`config.mk`:
```
export PLATFORM = sky130hd
export DESIGN_NAME = cursor_overlay_highlight_blend_flat
export DESIGN_NICKNAME = d
export VERILOG_FILES = /design/src/design/crov_pkg.sv /design/src/design/crov_in_if.sv /design/src/design/crov_out_if.sv /design/src/design/crov_front.sv /design/src/design/crov_fifo.sv /design/src/design/crov_back.sv /design/src/design/cursor_overlay_highlight_blend.sv /design/src/flat_wrapper.sv
export SDC_FILE = /design/constraint.sdc
export NUM_CORES = 1
export LEC_CHECK = 0
export BUFFER_PORTS_ARGS = -buffer_cell sky130_fd_sc_hd__buf_2
export CELL_PAD_IN_SITES_DETAIL_PLACEMENT = 0
export CELL_PAD_IN_SITES_GLOBAL_PLACEMENT = 1
export CORE_MARGIN = 4
export CORE_UTILIZATION = 35
export DETAILED_ROUTE_END_ITERATION = 8
export PLACE_DENSITY = 0.68
export SETUP_SLACK_MARGIN = 0.05
export SLEW_MARGIN = 15
export SYNTH_ARGS = -nofsm -noshare
export SYNTH_HDL_FRONTEND = slang
export SYNTH_SLANG_ARGS = --single-unit
export TNS_END_PERCENT = 100
```
`constraint.sdc`:
```
create_clock -name clk -period 13.1 [get_ports clk]
set_input_delay 0.655 -clock clk [delete_from_list [all_inputs] [get_ports clk]]
set_output_delay 0.655 -clock clk [all_outputs]
set_load 0.05 [all_outputs]
```
`src/design/crov_pkg.sv`:
```
// shared types, constants and helpers of the cursor overlay highlight blend
// no dependencies; every other design file imports this package
package crov_pkg;

  localparam int unsigned HALF_W   = 12;
  localparam int unsigned RADIUS_W = 13;
  localparam int unsigned HOT_W    = 8;
  localparam int unsigned SIZE_W   = 9;
  localparam int unsigned BTN_W    = 3;
  localparam int unsigned CNT_W    = 8;
  localparam int unsigned POS_W    = 13;
  localparam int unsigned PIX_W    = 32;
  localparam int unsigned CFG_IDX_W  = 3;
  localparam int unsigned CFG_DATA_W = 13;

  // queue between classifier and blender, power of two
  localparam int unsigned Q_DEPTH = 2;
  localparam int unsigned Q_AW    = $clog2(Q_DEPTH);

  localparam logic [PIX_W-1:0] HL_COLOR_B1 = 32'h8080_8000;
  localparam logic [PIX_W-1:0] HL_COLOR_B2 = 32'h8080_0080;
  localparam logic [PIX_W-1:0] HL_COLOR_B3 = 32'h8000_8080;
  localparam logic [7:0]       ALPHA_FULL  = 8'd255;

  localparam logic [HALF_W-1:0]   RST_HALF_SIZE = 12'd32;
  localparam logic [RADIUS_W-1:0] RST_RADIUS    = 13'd32;
  localparam logic [SIZE_W-1:0]   RST_SIDE      = 9'd32;

  typedef enum logic [CFG_IDX_W-1:0] {
    CFG_HALF_SIZE     = 3'd0,
    CFG_RADIUS        = 3'd1,
    CFG_HOT_X         = 3'd2,
    CFG_HOT_Y         = 3'd3,
    CFG_CURSOR_WIDTH  = 3'd4,
    CFG_CURSOR_HEIGHT = 3'd5,
    CFG_BUTTON_STATE  = 3'd6
  } crov_cfg_idx_t;

  typedef struct packed {
    logic [HALF_W-1:0]   half_size;
    logic [RADIUS_W-1:0] disc_radius;
    logic [HOT_W-1:0]    hot_x;
    logic [HOT_W-1:0]    hot_y;
    logic [SIZE_W-1:0]   cursor_width;
    logic [SIZE_W-1:0]   cursor_height;
    logic [BTN_W-1:0]    button_state;
  } crov_cfg_t;

  // one classified overlay pixel waiting for the blender
  typedef struct packed {
    logic [POS_W-1:0] tx;
    logic [POS_W-1:0] ty;
    logic [PIX_W-1:0] pix;
    logic [PIX_W-1:0] bg;
    logic             blend;
  } crov_entry_t;

  typedef struct packed {
    logic push;
    logic pop;
    logic full;
    logic empty;
  } crov_q_ctl_t;

  typedef enum logic [1:0] {
    F_IDLE,
    F_SQUARE,
    F_PUSH
  } crov_fstate_t;

  typedef enum logic [2:0] {
    B_IDLE,
    B_TRANS,
    B_ALPHA,
    B_NUM,
    B_DIV,
    B_OUT
  } crov_bstate_t;

  // x / 255 for x below 65280
  function automatic logic [7:0] div255(input logic [15:0] x);
    logic [16:0] s;
    s = {1'b0, x} + {9'd0, x[15:8]} + 17'd1;
    return s[15:8];
  endfunction

endpackage

```
`src/design/crov_in_if.sv`:
```
// input channel of the cursor overlay blend: one argb cursor pixel per transaction
// depends on crov_pkg for widths
interface crov_in_if;
  import crov_pkg::*;
  logic             valid;
  logic             ready;
  logic [PIX_W-1:0] cursor_pixel;

  modport source (output valid, output cursor_pixel, input ready);
  modport sink   (input valid, input cursor_pixel, output ready);
endinterface

```
`src/design/crov_out_if.sv`:
```
// result channel of the cursor overlay blend: overlay position and composed colour
// depends on crov_pkg for widths
interface crov_out_if;
  import crov_pkg::*;
  logic             valid;
  logic             ready;
  logic [POS_W-1:0] target_x;
  logic [POS_W-1:0] target_y;
  logic [PIX_W-1:0] out_color;

  modport source (output valid, output target_x, output target_y, output out_color,
                  input ready);
  modport sink   (input valid, input target_x, input target_y, input out_color,
                  output ready);
endinterface

```
`src/design/crov_front.sv`:
```
// classifier: raster counters, overlay placement, highlight disc test
// depends on crov_pkg and crov_in_if
module crov_front import crov_pkg::*; (
  input  logic        clk,
  input  logic        rst_n,
  input  crov_cfg_t   cfg,
  crov_in_if.sink     in_ch,
  input  logic        q_full,
  output logic        q_push,
  output crov_entry_t q_entry
);

  crov_fstate_t state_r, state_nxt;
  logic [CNT_W-1:0] col_r, row_r;
  logic [PIX_W-1:0] pix_r;
  logic [POS_W-1:0] tx_r, ty_r;
  logic [7:0]       adx_r, ady_r;
  logic [15:0]      sqx_r, sqy_r;
  logic [25:0]      rsq_r;

  logic             accept;
  logic [13:0]      tx_w, ty_w;
  logic [POS_W-1:0] side_w;
  logic             in_overlay;
  logic [8:0]       dx_w, dy_w, ndx_w, ndy_w;
  logic [8:0]       col_p1, row_p1;
  logic [16:0]      dsq_w;
  logic             in_disc, hl_en;
  logic [PIX_W-1:0] hl_color;

  assign accept = in_ch.valid && in_ch.ready;

  // position in the overlay, may go negative from the hotspot shift
  assign tx_w   = {2'b00, cfg.half_size} + {6'd0, col_r} - {6'd0, cfg.hot_x};
  assign ty_w   = {2'b00, cfg.half_size} + {6'd0, row_r} - {6'd0, cfg.hot_y};
  assign side_w = {cfg.half_size, 1'b1};
  assign in_overlay = !tx_w[13] && !ty_w[13] && (tx_w[12:0] < side_w) &&
                      (ty_w[12:0] < side_w);

  assign dx_w  = {1'b0, col_r} - {1'b0, cfg.hot_x};
  assign dy_w  = {1'b0, row_r} - {1'b0, cfg.hot_y};
  assign ndx_w = 9'd0 - dx_w;
  assign ndy_w = 9'd0 - dy_w;

  assign col_p1 = {1'b0, col_r} + 9'd1;
  assign row_p1 = {1'b0, row_r} + 9'd1;

  assign dsq_w   = {1'b0, sqx_r} + {1'b0, sqy_r};
  assign in_disc = {9'd0, dsq_w} < rsq_r;
  assign hl_en   = (cfg.disc_radius != '0) && (cfg.button_state != '0);

  always_comb begin
    if (!in_disc) begin
      hl_color = '0;
    end else if (cfg.button_state[0]) begin
      hl_color = HL_COLOR_B1;
    end else if (cfg.button_state[1]) begin
      hl_color = HL_COLOR_B2;
    end else begin
      hl_color = HL_COLOR_B3;
    end
  end

  assign q_entry.tx    = tx_r;
  assign q_entry.ty    = ty_r;
  assign q_entry.pix   = pix_r;
  assign q_entry.bg    = hl_color;
  assign q_entry.blend = hl_en;

  always_ff @(posedge clk) begin
    if (!rst_n) begin
      state_r <= F_IDLE;
      col_r   <= '0;
      row_r   <= '0;
    end else begin
      state_r <= state_nxt;
      if (accept) begin
        if (col_p1 >= cfg.cursor_width) begin
          col_r <= '0;
          row_r <= (row_p1 >= cfg.cursor_height) ? '0 : row_p1[CNT_W-1:0];
        end else begin
          col_r <= col_p1[CNT_W-1:0];
        end
      end
    end
  end

  always_ff @(posedge clk) begin
    if (accept) begin
      pix_r <= in_ch.cursor_pixel;
      tx_r  <= tx_w[12:0];
      ty_r  <= ty_w[12:0];
      adx_r <= dx_w[8] ? ndx_w[7:0] : dx_w[7:0];
      ady_r <= dy_w[8] ? ndy_w[7:0] : dy_w[7:0];
    end
    if (state_r == F_SQUARE) begin
      sqx_r <= adx_r * adx_r;
      sqy_r <= ady_r * ady_r;
      rsq_r <= cfg.disc_radius * cfg.disc_radius;
    end
  end

  always_comb begin
    state_nxt   = state_r;
    in_ch.ready = 1'b0;
    q_push      = 1'b0;
    case (state_r)
      F_IDLE: begin
        in_ch.ready = 1'b1;
        if (accept && in_overlay) begin
          state_nxt = F_SQUARE;
        end
      end
      F_SQUARE: begin
        state_nxt = F_PUSH;
      end
      F_PUSH: begin
        if (!q_full) begin
          q_push    = 1'b1;
          state_nxt = F_IDLE;
        end
      end
      default: begin
        state_nxt = F_IDLE;
      end
    endcase
  end

  a_push_then_idle: assert property (@(posedge clk) disable iff (!rst_n)
    q_push |=> state_r == F_IDLE)
    else $error("classifier did not return to idle after a push");

endmodule

```
`src/design/crov_fifo.sv`:
```
// short queue of classified pixels between classifier and blender
// depends on crov_pkg
module crov_fifo import crov_pkg::*; (
  input  logic        clk,
  input  logic        rst_n,
  input  logic        push,
  input  crov_entry_t wr_entry,
  input  logic        pop,
  output crov_entry_t rd_entry,
  output logic        full,
  output logic        empty
);

  crov_entry_t     mem [Q_DEPTH];
  logic [Q_AW-1:0] wr_ptr_r, rd_ptr_r;
  logic [Q_AW:0]   cnt_r;

  assign full     = (cnt_r == (Q_AW+1)'(Q_DEPTH));
  assign empty    = (cnt_r == '0);
  assign rd_entry = mem[rd_ptr_r];

  always_ff @(posedge clk) begin
    if (push) begin
      mem[wr_ptr_r] <= wr_entry;
    end
  end

  always_ff @(posedge clk) begin
    if (!rst_n) begin
      wr_ptr_r <= '0;
      rd_ptr_r <= '0;
      cnt_r    <= '0;
    end else begin
      if (push) begin
        wr_ptr_r <= wr_ptr_r + 1'b1;
      end
      if (pop) begin
        rd_ptr_r <= rd_ptr_r + 1'b1;
      end
      if (push && !pop) begin
        cnt_r <= cnt_r + 1'b1;
      end else if (pop && !push) begin
        cnt_r <= cnt_r - 1'b1;
      end
    end
  end

  a_no_overflow: assert property (@(posedge clk) disable iff (!rst_n)
    push |-> !full)
    else $error("push into a full queue");

  a_no_underflow: assert property (@(posedge clk) disable iff (!rst_n)
    pop |-> !empty)
    else $error("pop from an empty queue");

endmodule

```
`src/design/crov_back.sv`:
```
// blender: porter-duff over with a shared bit-serial divider, output register
// depends on crov_pkg and crov_out_if
module crov_back import crov_pkg::*; (
  input  logic        clk,
  input  logic        rst_n,
  input  crov_entry_t q_entry,
  input  logic        q_empty,
  output logic        q_pop,
  crov_out_if.source  out_ch
);

  crov_bstate_t state_r, state_nxt;
  logic [POS_W-1:0] tx_r, ty_r;
  logic [PIX_W-1:0] src_r, bg_r;
  logic [PIX_W-1:0] color_r;
  logic [7:0]       t_r, a_r;
  logic [7:0]       rem_r, low_r;
  logic [1:0]       ch_r;
  logic [2:0]       bit_r;
  logic             out_valid_r;
  logic [POS_W-1:0] out_x_r, out_y_r;
  logic [PIX_W-1:0] out_color_r;

  logic [7:0]  sa, ba, src_ch, bg_ch;
  logic [4:0]  ch_off;
  logic [15:0] prod_t, num_w;
  logic [8:0]  a_w;
  logic [8:0]  trial;
  logic        qbit;
  logic        out_load;

  assign sa     = src_r[31:24];
  assign ba     = bg_r[31:24];
  assign ch_off = {ch_r, 3'b000};
  assign src_ch = src_r[ch_off +: 8];
  assign bg_ch  = bg_r[ch_off +: 8];
  assign prod_t = ba * (ALPHA_FULL - sa);
  assign a_w    = {1'b0, sa} + {1'b0, t_r};
  assign num_w  = (sa * src_ch) + (t_r * bg_ch);
  // remainder stays below a, so one more bit fits in nine
  assign trial  = {rem_r, low_r[7]};
  assign qbit   = trial >= {1'b0, a_r};

  assign out_load = (state_r == B_OUT) && (!out_valid_r || out_ch.ready);

  assign out_ch.valid     = out_valid_r;
  assign out_ch.target_x  = out_x_r;
  assign out_ch.target_y  = out_y_r;
  assign out_ch.out_color = out_color_r;

  always_ff @(posedge clk) begin
    if (!rst_n) begin
      state_r     <= B_IDLE;
      out_valid_r <= 1'b0;
    end else begin
      state_r <= state_nxt;
      if (out_load) begin
        out_valid_r <= 1'b1;
      end else if (out_ch.ready) begin
        out_valid_r <= 1'b0;
      end
    end
  end

  always_ff @(posedge clk) begin
    case (state_r)
      B_IDLE: begin
        tx_r    <= q_entry.tx;
        ty_r    <= q_entry.ty;
        src_r   <= q_entry.pix;
        bg_r    <= q_entry.bg;
        color_r <= q_entry.pix;
      end
      B_TRANS: begin
        t_r <= div255(prod_t);
      end
      B_ALPHA: begin
        a_r     <= a_w[7:0];
        ch_r    <= 2'd0;
        color_r <= (a_w == '0) ? '0 : {a_w[7:0], 24'd0};
      end
      B_NUM: begin
        rem_r <= num_w[15:8];
        low_r <= num_w[7:0];
        bit_r <= 3'd0;
      end
      B_DIV: begin
        rem_r <= qbit ? 8'(trial - {1'b0, a_r}) : trial[7:0];
        low_r <= {low_r[6:0], qbit};
        bit_r <= bit_r + 3'd1;
        if (bit_r == 3'd7) begin
          color_r[ch_off +: 8] <= {low_r[6:0], qbit};
          ch_r                 <= ch_r + 2'd1;
        end
      end
      default: begin
      end
    endcase
    if (out_load) begin
      out_x_r     <= tx_r;
      out_y_r     <= ty_r;
      out_color_r <= color_r;
    end
  end

  always_comb begin
    state_nxt = state_r;
    q_pop     = 1'b0;
    case (state_r)
      B_IDLE: begin
        if (!q_empty) begin
          q_pop     = 1'b1;
          state_nxt = q_entry.blend ? B_TRANS : B_OUT;
        end
      end
      B_TRANS: begin
        state_nxt = B_ALPHA;
      end
      B_ALPHA: begin
        state_nxt = (a_w == '0) ? B_OUT : B_NUM;
      end
      B_NUM: begin
        state_nxt = B_DIV;
      end
      B_DIV: begin
        if (bit_r == 3'd7) begin
          state_nxt = (ch_r == 2'd2) ? B_OUT : B_NUM;
        end
      end
      B_OUT: begin
        if (out_load) begin
          state_nxt = B_IDLE;
        end
      end
      default: begin
        state_nxt = B_IDLE;
      end
    endcase
  end

  a_rem_below_divisor: assert property (@(posedge clk) disable iff (!rst_n)
    state_r == B_DIV |-> rem_r < a_r)
    else $error("divider remainder not below result alpha");

  a_alpha_step: assert property (@(posedge clk) disable iff (!rst_n)
    state_r == B_ALPHA |=> state_r == B_NUM || state_r == B_OUT)
    else $error("unexpected state after alpha step");

endmodule

```
`src/design/cursor_overlay_highlight_blend.sv`:
```
// cursor overlay highlight blend, top level: configuration registers and the
// classifier, queue and blender; depends on crov_pkg, crov_in_if, crov_out_if,
// crov_front, crov_fifo and crov_back
//
// Cursor pixels (ARGB, alpha in the top byte) enter in raster order on in_ch
// and are placed in a square overlay of side 2*half_size+1 with the hotspot on
// the centre; pixels outside the overlay give no transaction on out_ch, but
// still advance the column and row counters. With no button held, or with a
// zero radius, the pixel leaves unchanged; otherwise it is blended
// (unpremultiplied over, truncating) onto the highlight disc colour picked by
// button priority, or onto transparent outside the disc. The classifier accepts,
// squares and queue-pushes a pixel and takes no new one until the push; a pixel
// outside the overlay needs only the accept. The blender passes a pixel through
// by pop and output load, and blends one by pop, transparency, result alpha, a
// numerator step and 8 quotient bits of the single bit-serial divider per colour
// channel, and the output load; a blend whose result alpha is zero skips the
// divider. Output backpressure stalls the output load. A two-entry queue between
// classifier and blender and the output register let both sides stall on their
// own. Configuration is written through cfg_we/cfg_index/cfg_wdata by the user,
// only while the block is idle, which the block does not enforce; counters are
// not reset by a write, so a new image should start at an image boundary.

module cursor_overlay_highlight_blend import crov_pkg::*; (
  input  logic                  clk,
  input  logic                  rst_n,
  input  logic                  cfg_we,
  input  logic [CFG_IDX_W-1:0]  cfg_index,
  input  logic [CFG_DATA_W-1:0] cfg_wdata,
  crov_in_if.sink               in_ch,
  crov_out_if.source            out_ch
);

  crov_cfg_t   cfg_r;
  crov_entry_t push_entry, head_entry;
  crov_q_ctl_t q_ctl;

  // configuration registers, value bits above a register's width are dropped
  always_ff @(posedge clk) begin
    if (!rst_n) begin
      cfg_r.half_size     <= RST_HALF_SIZE;
      cfg_r.disc_radius   <= RST_RADIUS;
      cfg_r.hot_x         <= '0;
      cfg_r.hot_y         <= '0;
      cfg_r.cursor_width  <= RST_SIDE;
      cfg_r.cursor_height <= RST_SIDE;
      cfg_r.button_state  <= '0;
    end else if (cfg_we) begin
      case (crov_cfg_idx_t'(cfg_index))
        CFG_HALF_SIZE:     cfg_r.half_size     <= cfg_wdata[HALF_W-1:0];
        CFG_RADIUS:        cfg_r.disc_radius   <= cfg_wdata[RADIUS_W-1:0];
        CFG_HOT_X:         cfg_r.hot_x         <= cfg_wdata[HOT_W-1:0];
        CFG_HOT_Y:         cfg_r.hot_y         <= cfg_wdata[HOT_W-1:0];
        CFG_CURSOR_WIDTH:  cfg_r.cursor_width  <= cfg_wdata[SIZE_W-1:0];
        CFG_CURSOR_HEIGHT: cfg_r.cursor_height <= cfg_wdata[SIZE_W-1:0];
        CFG_BUTTON_STATE:  cfg_r.button_state  <= cfg_wdata[BTN_W-1:0];
        default: begin
        end
      endcase
    end
  end

  // front end: counters, overlay placement, disc test
  crov_front u_front (
    .clk     (clk),
    .rst_n   (rst_n),
    .cfg     (cfg_r),
    .in_ch   (in_ch),
    .q_full  (q_ctl.full),
    .q_push  (q_ctl.push),
    .q_entry (push_entry)
  );

  // decoupling queue
  crov_fifo u_fifo (
    .clk      (clk),
    .rst_n    (rst_n),
    .push     (q_ctl.push),
    .wr_entry (push_entry),
    .pop      (q_ctl.pop),
    .rd_entry (head_entry),
    .full     (q_ctl.full),
    .empty    (q_ctl.empty)
  );

  // back end: over blend and result register
  crov_back u_back (
    .clk     (clk),
    .rst_n   (rst_n),
    .q_entry (head_entry),
    .q_empty (q_ctl.empty),
    .q_pop   (q_ctl.pop),
    .out_ch  (out_ch)
  );

endmodule
```
`src/flat_wrapper.sv`:
```
// flat-port wrapper written by rule: the top's interface ports become plain ports
module cursor_overlay_highlight_blend_flat import crov_pkg::*;
  (clk, rst_n, cfg_we, cfg_index, cfg_wdata, in_ch_valid, in_ch_cursor_pixel, in_ch_ready, out_ch_valid, out_ch_target_x, out_ch_target_y, out_ch_out_color, out_ch_ready);
  crov_in_if in_ch_i ();
  crov_out_if out_ch_i ();
  input  logic clk;
  input  logic rst_n;
  input  logic cfg_we;
  input  logic [CFG_IDX_W-1:0] cfg_index;
  input  logic [CFG_DATA_W-1:0] cfg_wdata;
  input wire logic [$bits(in_ch_i.valid)-1:0] in_ch_valid;
  input wire logic [$bits(in_ch_i.cursor_pixel)-1:0] in_ch_cursor_pixel;
  output wire logic [$bits(in_ch_i.ready)-1:0] in_ch_ready;
  output wire logic [$bits(out_ch_i.valid)-1:0] out_ch_valid;
  output wire logic [$bits(out_ch_i.target_x)-1:0] out_ch_target_x;
  output wire logic [$bits(out_ch_i.target_y)-1:0] out_ch_target_y;
  output wire logic [$bits(out_ch_i.out_color)-1:0] out_ch_out_color;
  input wire logic [$bits(out_ch_i.ready)-1:0] out_ch_ready;
  assign in_ch_i.valid = in_ch_valid;
  assign in_ch_i.cursor_pixel = in_ch_cursor_pixel;
  assign in_ch_ready = in_ch_i.ready;
  assign out_ch_valid = out_ch_i.valid;
  assign out_ch_target_x = out_ch_i.target_x;
  assign out_ch_target_y = out_ch_i.target_y;
  assign out_ch_out_color = out_ch_i.out_color;
  assign out_ch_i.ready = out_ch_ready;
  cursor_overlay_highlight_blend u_core (.clk(clk), .rst_n(rst_n), .cfg_we(cfg_we), .cfg_index(cfg_index), .cfg_wdata(cfg_wdata), .in_ch(in_ch_i), .out_ch(out_ch_i));
endmodule
```
==> impl_metrics.toml, run 1 <==
[run_status]
status = "finished clean"

[critical_path]
critical_path_buf_inv_count = 4
startpoint_type = "register"
critPathMostFrequentCell = "fa_1"
critPathCapture = "u_core.u_back.rem_r[7]"
critPathArrivalTime_ns = 7.01
r2r_end = "u_core.u_back.rem_r[7]"
cp_max_fo = 16
path_depth = 20
rr_worst_depth = 20
crit_family = "adder cells"
crit_path_cell_trace = "mux4_2 -> and2_1 -> fa_1 -> inv_1 -> fa_1 -> inv_1 -> ha_1 -> inv_1 -> fa_1 -> fa_1 -> fa_1 -> inv_1 -> ha_1 -> or2_2 -> a21oi_1 -> a21oi_1 -> a41oi_1 -> a21oi_1 -> nor4_1 -> nor3b_1"
worstReg2RegStart = "u_core.u_back.ch_r[0]"
crit_required_ns = 13.45
slowest_stage = "edfxtp_1"
slowest_delay_ns = 0.90
end_kind = "register"
r2r_slack_ns = 6.45
crit_type = "register to register"
cp-startpoint = "u_core.u_back.ch_r[0]"

[global_route]
antenna_found_initial = 4
grt_max_degree = 77
first_global_vias = 22091
grt.total_usage_pct = 14.8
grt_pass1_wl_um = 121000
overflow = 0

[clock_tree]
cts_tree = "built"
htree_levels = 2
postCtsSetupRepairBufs = 0
clockBufferDepth = 3
cts_root_buffer = "clkbuf_16"
clk_pin_slew_ns = 0.06
hold_buffers = 0
numCtsBuffers = 56
ctsResizeCount = 0
cts.sinks = 533
clk-insertion-delay-late_ns = 0.62

[synth]
ys_ff_latch = 533
synthDominantCellAreaShare_pct = 38.6
synthArstFlopShare_pct = 0
ys.warnings.count = 0
synth-edff-count = 444
synth_area_leaders = "edfxtp_1 39%, fa_1 12%, ha_1 12%"
yosysTopAreaCell = "edfxtp_1"
synth_flop_cell = "edfxtp_1"
synth_fp_nets = 3673
synthDistinctLibCells = 73
netlist_area_um2 = 34600
avgSynthCellArea_um2 = 11.2
yosysSeqAreaShare_pct = 43.7
netlist_instances = 3083

[placed_design]
place_inst = 4427
port_buffers = 112
dp_hpwl_um = 56900
finalWeightedCongestion = 0.811

[timing]
slew_viol_final = 0
hold_viol_final = 0
max-slew-margin-rel_pct = 28.2
period_needed_ns = 6.65
post-route-period-util_pct = 50.8
setup_viol = 0
max_clock_freq_mhz = 150
skew_ns = 0.0185
rsz0062_at_grt = "false"
setup-tns-final_ns = 0
worst_pin_slew_ns = 1.07

[min_path]
hp-class = "primary input to register"
worstHoldPathCells = 1

[floorplan]
core_area_um2 = 98100
row_count = 115
die_x_um = 322
start_util_pct = 35.2
fp.dieH_um = 322
floorplan.die_area_um2 = 104000
pin_count = 113

[pwr]
ir_drop_v = 0.000341
combinationalPowerShare_pct = 52.4
p_clk_share_pct = 18.1
seqPwrFrac_pct = 29.6
power-per-cell-area_nw_per_um2 = 227
intPower_mw = 5.29
switching_share_pct = 39.3
p_sw_mw = 3.43
p_leak_nw = 16.5

[cells_and_area]
final_cells = 4532
layout.nets = 3788
layout-drive-gt1-share_pct = 9.55
fillers = 9669
diodes = 0
syn2layout_area_growth_pct = 11.3

[drt]
ant_nets = 0
wire_per_inst_um = 16.8
finalWirelength_um = 76100
drt_iter0_drc = 1295
route.detailed.drc = 0
avgViaCountPerCell = 4.80
vias = 21737
dr.pass1.iters = 5

[flow_run]
drv_cap = 0
==> cell usage after synthesis (3+ instances only) <==
cell / number
edfxtp_1: 444
o21ai_1: 5
o21ai_0: 103
clkbuf_1: 69
a211o_1: 3
inv_1: 464
nand3_1: 40
o21bai_1: 11
nand2b_1: 36
mux4_2: 9
o22ai_1: 3
a21boi_0: 64
a21o_1: 52
fa_1: 211
nand2_1: 316
a21oi_1: 106
o21a_1: 26
and2_1: 125
xor2_1: 41
a211oi_1: 16
mux2i_1: 9
buf_1: 4
or3_1: 7
mux2_2: 65
or4_1: 3
nor3b_1: 4
o31a_1: 6
a22oi_1: 5
or2_2: 4
dfxtp_1: 89
nor2_1: 107
xnor2_1: 106
ha_1: 326
a41oi_1: 3
and3_1: 18
o211ai_1: 18
a31oi_1: 9
nand4_1: 7
nor4_1: 9
nor2b_1: 66
nor3_1: 33
a2111oi_0: 3
==> cell families after synthesis <==
logic type / synth area share, %
flops: 43.7
compound gates: 8.81
mux: 2.96
simple gates: 10.9
xor+xnor: 3.72
buf+inv: 5.86
fa+ha+maj: 24.0
==> state kept, by name, summed over array words and instances, names as in the netlist, 15 cells and up, named ones only <==
| register | count |
|---|---|
| u_core.cfg_r | 62 |
| u_core.u_back.color_r | 32 |
| u_core.u_back.out_ch.out_color | 32 |
| u_core.u_back.src_r | 32 |
| u_core.u_fifo.mem | 126 |
| u_core.u_front.pix_r | 32 |
| u_core.u_front.rsq_r | 25 |
| u_core.u_front.sqx_r | 15 |
| u_core.u_front.sqy_r | 15 |
==> area by class of cell <==
| cell class | instances | area, µm² | share of cell area [%] |
|---|---|---|---|
| sequential | 533 | 15100 | 39.3 |
| tap | 1287 | 1610 | 4.18 |
| timing repair buffer | 131 | 703 | 1.83 |
| inverter | 465 | 1750 | 4.54 |
| clock inverter | 39 | 373 | 0.969 |
| multi-input combinational | 2011 | 17500 | 45.5 |
| clock buffer | 66 | 1440 | 3.74 |
==> worst register-to-register path: stages (launching register included) <==
cell	delay, ns
edfxtp_1	0.90
mux4_2	0.69
and2_1	0.21
fa_1	0.53
inv_1	0.05
fa_1	0.53
inv_1	0.04
ha_1	0.28
inv_1	0.07
fa_1	0.43
fa_1	0.51
fa_1	0.54
inv_1	0.04
ha_1	0.31
or2_2	0.30
a21oi_1	0.15
a21oi_1	0.07
a41oi_1	0.29
a21oi_1	0.13
nor4_1	0.25
nor3b_1	0.08
==> stage by stage <==
stage	total power, mW	instance area [µm²]	hold WS [ns]	util (%)	setup WS [ns]
floorplan	6.28	34600	0.400	-	6.26
global placement	7.23	36700	0.402	37.4	6.46
detailed placement	7.26	36700	0.405	37.4	6.38
CTS	8.90	38500	0.160	39.2	6.37
global route	9.69	38500	0.164	39.2	6.01
finish	8.73	38500	0.208	39.2	6.45
==> power groups by stage <==
stage	clock [mW]	sequential (mW)	combinational, mW
after floorplan	0	2.53	3.74
after global placement	0	2.61	4.62
after detailed placement	0	2.62	4.64
after CTS	1.63	2.58	4.69
after global routing	1.70	2.61	5.39
final	1.58	2.58	4.57
==> cells in the final DEF, fill, tap and decap left out, types with 40 or more instances in the layout <==
master | netlist | layout
a21boi_0 | 64 | 64
a21o_1 | 52 | 52
a21oi_1 | 106 | 105
and2_1 | 125 | 124
buf_2 | 1 | 112
clkbuf_16 | 0 | 56
dfxtp_1 | 89 | 88
edfxtp_1 | 444 | 444
fa_1 | 211 | 211
ha_1 | 326 | 326
inv_1 | 464 | 463
mux2_2 | 65 | 65
nand2_1 | 316 | 316
nand3_1 | 40 | 40
nor2_1 | 107 | 104
nor2b_1 | 66 | 64
o21ai_0 | 103 | 102
xnor2_1 | 106 | 106
xor2_1 | 41 | 41
==> routing by layer <==
layer,track usage [%],part of all wire (%),wire [µm],vias to the layer above
li1,-,-,-,10674
met1,20.4,46,35400,10643
met2,24.9,47,36100,329
met3,2.02,4.0,3070,91
met4,3.41,2.0,1550,0
met5,0.181,0,0,-
==> how the worst min path moves through the flow <==
stage / from / to / slack, ns
6_report: in_ch_cursor_pixel[3] / u_core.u_front.pix_r[3] / 0.21
2_1_floorplan: u_core.u_back.tx_r[0] / u_core.u_back.out_ch.target_x[0] / 0.40
5_1_grt: in_ch_cursor_pixel[7] / u_core.u_front.pix_r[7] / 0.16
4_1_cts: in_ch_cursor_pixel[7] / u_core.u_front.pix_r[7] / 0.16
3_3_place_gp: u_core.u_back.tx_r[4] / u_core.u_back.out_ch.target_x[4] / 0.40
3_5_place_dp: u_core.u_back.tx_r[1] / u_core.u_back.out_ch.target_x[1] / 0.40
(Power assumes the default switching activity.)
==> run 2, diff against run 1 <==
Clock period 13.1 ns to 6.8 ns, I/O delays scaled along.
==> run 2 against run 1 <==
  * Global-route usage grew 0.066 points
  * Clock skew increased by 0.0057 ns
  * Clock power increased by 120%
  * Clock-buffer cell count down 3
  * Cell area grew 2.1%
  * Maximum frequency grew 7.7%
  * First-iteration DRC count decreased by 17%
  * Highest routed layer unchanged
  * Sequential cell count unchanged
  * Total power rose by 99%
  * Sequential share of layout area shrank 0.81 points
  * Die area stayed put
  * Cell count grew 1.3%
==> impl_metrics.toml, run 2 (same netlist as run 1, synthesis figures left out) <==
[timing]
period_needed_ns = 6.18
slew_viol_final = 0
post-route-period-util_pct = 90.9
skew_ns = 0.0242
worst_pin_slew_ns = 1.12
setup_viol = 0
max-slew-margin-rel_pct = 24.9
setup-tns-final_ns = 0
max_clock_freq_mhz = 162
rsz0062_at_grt = "false"
hold_viol_final = 0
setup_ws_ns = 0.620
fin_hold_ws_ns = 0.0889

[clock_tree]
clockBufferDepth = 3
htree_levels = 2
cts.sinks = 533
clk_pin_slew_ns = 0.06
numCtsBuffers = 58
clk-insertion-delay-late_ns = 0.64
ctsResizeCount = 0
cts_root_buffer = "clkbuf_16"
cts_tree = "built"

[placed_design]
finalWeightedCongestion = 0.795
dp_worst_setup_slack_ns = 0.464
post_dp_cell_area_um2 = 36800
port_buffers = 112
dp_hpwl_um = 57700

[global_route]
met3_usage_pct = 2.15
busiest_layer = "met2"
grt_pass1_wl_um = 123000
overflow = 0
first_global_vias = 22512
antenna_found_initial = 5
grt_max_degree = 79
grtUsageMet2_pct = 24.8
grt.total_usage_pct = 14.9
global_route.usage.met1_pct = 20.3

[drt]
route.detailed.drc = 0
finalWirelength_um = 76400
dr.pass1.iters = 7
wire_per_inst_um = 16.6
vias = 21895
avgViaCountPerCell = 4.77
ant_nets = 0
drt_iter0_drc = 1080

[floorplan]
pin_count = 113
row_count = 115
fp.dieH_um = 322
floorplan.die_area_um2 = 104000
core_area_um2 = 98100
start_util_pct = 35.2
die_x_um = 322

[cells_and_area]
largestRegisters = "u_core.u_fifo.mem x126, u_core.cfg_r x62"
utilization_pct = 40.0
area.sequential_um2 = 15100
layout.nets = 3845
largest_register_ffs = 126
fin_area_um2 = 39300
multi_input_area_um2 = 17500
syn2layout_area_growth_pct = 13.7
fillers = 9532
layout-drive-gt1-share_pct = 10.4
final_common_cell = "inv_1"
top_register = "u_core.u_fifo.mem"
final_cell_mix = "463 x inv_1, 444 x edfxtp_1, 326 x ha_1"

[critical_path]
startpoint_type = "register"
slowest_stage = "mux4_2"
end_kind = "register"
slowest_delay_ns = 0.59
r2r_slack_ns = 0.62
critPathArrivalTime_ns = 6.56
crit_type = "register to register"
cp_max_fo = 8
critPathMostFrequentCell = "fa_1"
crit_required_ns = 7.18
crit_path_cell_trace = "buf_4 -> mux4_2 -> and2_1 -> fa_1 -> inv_1 -> fa_1 -> inv_1 -> ha_1 -> inv_1 -> fa_1 -> fa_1 -> fa_1 -> inv_1 -> ha_1 -> or2_2 -> a21oi_1 -> a21oi_1 -> a41oi_1 -> a21oi_1 -> nor4_1 -> nor3b_1"

[flow_run]
drv_cap = 0

[run_status]
status = "finished clean"

[min_path]
hp-class = "primary input to register"

[pwr]
power-per-cell-area_nw_per_um2 = 441
ir_drop_v = 0.000729
p_leak_nw = 16.9
[run 2: cell type report]
class / instances / share of cell area, %
well taps: 1287 / 4.10
multi-input cells: 2011 / 44.5
clock buffers: 63 / 3.79
inverters: 465 / 4.45
diodes: 1 / 0.00637
flip-flops and latches: 533 / 38.5
clock inverters: 44 / 1.58
repair buffers: 186 / 3.08
[run 2: final timing paths]
kind | start | end | cells after the start
worst min register to register | u_core.u_back.tx_r[4] | u_core.u_back.out_ch.target_x[4] | 0
worst min-delay path | cfg_wdata[1] | u_core.cfg_r[51] | 3
worst max-delay path | u_core.u_back.ch_r[0] | u_core.u_back.rem_r[7] | 21
worst max register to register | u_core.u_back.ch_r[0] | u_core.u_back.rem_r[7] | 21
[run 2: repair_timing]
| item | CTS | global route |
|---|---|---|
| buffers inserted | 0 | 3 |
| endpoints found under the hold margin | 40 | 0 |
| hold buffers | 37 | 0 |
| endpoints found under the setup margin | 0 | 1 |
[run 2: metal layers]
| metal | wire [µm] | up-vias |
|---|---|---|
| met5 | 0 | - |
| met4 | 1920 | 0 |
| met1 | 35400 | 10666 |
| met2 | 36100 | 322 |
| met3 | 2940 | 123 |
| li1 | - | 10784 |
[run 2: report_power, final]
part | switching (mW) | internal, mW
logic | 5.05 | 3.93
clock network | 1.37 | 2.06
registers | 0.308 | 4.61
[run 2: per-stage QoR]
stage / instances / power (mW)
finish: 4590 / 17.3
global route: 4589 / 19.2
CTS: 4586 / 17.6
detailed placement: 4442 / 14.0
global placement: 4442 / 14.0
floorplan: 3083 / 12.1
[run 2: worst max-delay path, delay by kind of cell (launching register included)]
family	cells	cell delay [ns]
adders and majority gates	7	3.14
DFF	1	0.32
muxes	1	0.59
buffers and inverters	5	0.36
AOI/OAI and AO/OA	4	0.64
and+or+nand+nor	4	0.86
==> run 3, diff against run 2 <==
==> constraint.sdc (replaced) <==
create_clock -name clk -period 6.8 [get_ports clk]
set_input_delay 1.36 -clock clk [delete_from_list [all_inputs] [get_ports clk]]
set_output_delay 1.36 -clock clk [all_outputs]
set_load 0.05 [all_outputs]
==> run 3 against run 2 <==
  * Clock skew rose by 0.0058 ns
  * Clock power barely moved
  * Sequential share of layout area rose by 0.37 points
  * Non-clock buffer count fell by 37
  * Maximum frequency rose by 0.24%
  * Largest cell class unchanged
==> impl_metrics.toml, run 3 (same netlist as run 1, synthesis figures left out) <==
[drt]
vias = 21768
dr.pass1.iters = 5
avgViaCountPerCell = 4.78
wire_per_inst_um = 16.7
drt_iter0_drc = 1016
route.detailed.drc = 0
ant_nets = 0
finalWirelength_um = 76100

[critical_path]
r2r_end = "u_core.u_back.rem_r[7]"
critPathArrivalTime_ns = 6.54
worstReg2RegStart = "u_core.u_back.ch_r[0]"
crit_family = "adder cells"
critPathMostFrequentCell = "fa_1"
crit_path_cell_trace = "buf_4 -> mux4_2 -> and2_1 -> fa_1 -> inv_1 -> fa_1 -> inv_1 -> ha_1 -> inv_1 -> fa_1 -> fa_1 -> fa_1 -> inv_1 -> ha_1 -> or2_2 -> a21oi_1 -> a21oi_1 -> a41oi_1 -> a21oi_1 -> nor4_1 -> nor3b_1"
critical_path_buf_inv_count = 5
slowest_delay_ns = 0.59
r2r_slack_ns = 0.63
crit_type = "register to register"
startpoint_type = "register"
cp_max_fo = 8
slowest_stage = "mux4_2"
end_kind = "register"
rr_worst_depth = 21
crit_required_ns = 7.18

[floorplan]
pin_count = 113
die_x_um = 322
start_util_pct = 35.2
row_count = 115
core_area_um2 = 98100
floorplan.die_area_um2 = 104000
fp.dieH_um = 322

[clock_tree]
cts_tree = "built"
cts.sinks = 533
htree_levels = 2
clk-insertion-delay-late_ns = 0.65
postCtsSetupRepairBufs = 0
hold_buffers = 0
ctsResizeCount = 0
numCtsBuffers = 58
clk_pin_slew_ns = 0.06
clockBufferDepth = 3
cts_root_buffer = "clkbuf_16"

[min_path]
min_from = "u_core.u_back.tx_r[4]"
min_delay_worst_endpoint = "u_core.u_back.out_ch.target_x[4]"
worstHoldPathCells = 0
hp-class = "register to register"

[pwr]
seqPwrFrac_pct = 28.4
p_clk_share_pct = 19.8
p_total_mw = 17.3
switching_share_pct = 38.8
p_sw_mw = 6.72
intPower_mw = 10.6
p_leak_nw = 16.7
combinationalPowerShare_pct = 51.8
power-per-cell-area_nw_per_um2 = 445
ir_drop_v = 0.000730

[global_route]
overflow = 0
first_global_vias = 22330
antenna_found_initial = 5
grt.total_usage_pct = 14.8
grt_pass1_wl_um = 122000
grt_max_degree = 79

[placed_design]
post_dp_cell_area_um2 = 36800
dp_hpwl_um = 57700
finalWeightedCongestion = 0.795
port_buffers = 112

[cells_and_area]
syn2layout_area_growth_pct = 12.6
final_cell_mix = "463 x inv_1, 444 x edfxtp_1, 326 x ha_1"
largestRegisters = "u_core.u_fifo.mem x126, u_core.cfg_r x62"
largest_register_ffs = 126
area.sequential_um2 = 15100
final_common_cell = "inv_1"
layout-drive-gt1-share_pct = 10.5
layout.nets = 3808
top_register = "u_core.u_fifo.mem"
multi_input_area_um2 = 17500
fillers = 9571
fin_area_um2 = 38900

[timing]
period_needed_ns = 6.17
skew_ns = 0.0300
max_clock_freq_mhz = 162
worst_pin_slew_ns = 1.12
setup_viol = 0
rsz0062_at_grt = "false"
hold_viol_final = 0
setup-tns-final_ns = 0
max-slew-margin-rel_pct = 24.8
slew_viol_final = 0
post-route-period-util_pct = 90.7

[flow_run]
drv_cap = 0

[run_status]
status = "finished clean"
==> run 3: worst max path at each step <==
stage                                     start                        to  slack, ns  cells after the start
after floorplan           u_core.u_back.ch_r[0]    u_core.u_back.rem_r[7]       0.61                     21
after global placement    u_core.u_back.ch_r[0]    u_core.u_back.rem_r[7]       0.52                     20
after detailed placement  u_core.u_back.ch_r[0]    u_core.u_back.rem_r[7]       0.46                     20
after CTS                 u_core.u_back.ch_r[0]    u_core.u_back.rem_r[7]       0.45                     20
after global routing           u_core.cfg_r[42]  u_core.u_front.rsq_r[25]       0.24                     22
final                     u_core.u_back.ch_r[0]    u_core.u_back.rem_r[7]       0.63                     21
==> run 3: through the flow <==
step	util, %	instances	worst slack (ns)	hold slack [ns]
final	39.7	4553	0.634	0.409
after global routing	39.7	4552	0.242	0.423
after CTS	39.6	4549	0.448	0.398
after detailed placement	37.5	4442	0.464	0.407
after global placement	37.5	4442	0.517	0.403
after floorplan	-	3083	0.612	0.400
==> run 3: area by class of cell <==
type / instances / area share, %
clock inverter: 44 / 1.60
multi-input combinational: 2011 / 45.0
timing repair buffer: 149 / 2.15
tap: 1287 / 4.14
antenna: 1 / 0.00643
clock buffer: 63 / 3.83
sequential: 533 / 38.8
inverter: 465 / 4.49
==> run 3: power groups by stage <==
stage	Sequential, mW	Combinational [mW]	Clock (mW)
finish	4.91	8.96	3.43
floorplan	4.86	7.21	0
detailed placement	4.99	9.01	0
CTS	4.92	9.12	3.52
global route	4.97	10.5	3.66
global placement	4.98	9.00	0
==> run 3: metal layers <==
layer	up-vias	track usage, %	wire length [µm]
met3	119	2.15	2800
met2	291	24.8	36100
met5	-	0	0
li1	10713	-	-
met4	0	3.75	1770
met1	10645	20.3	35500
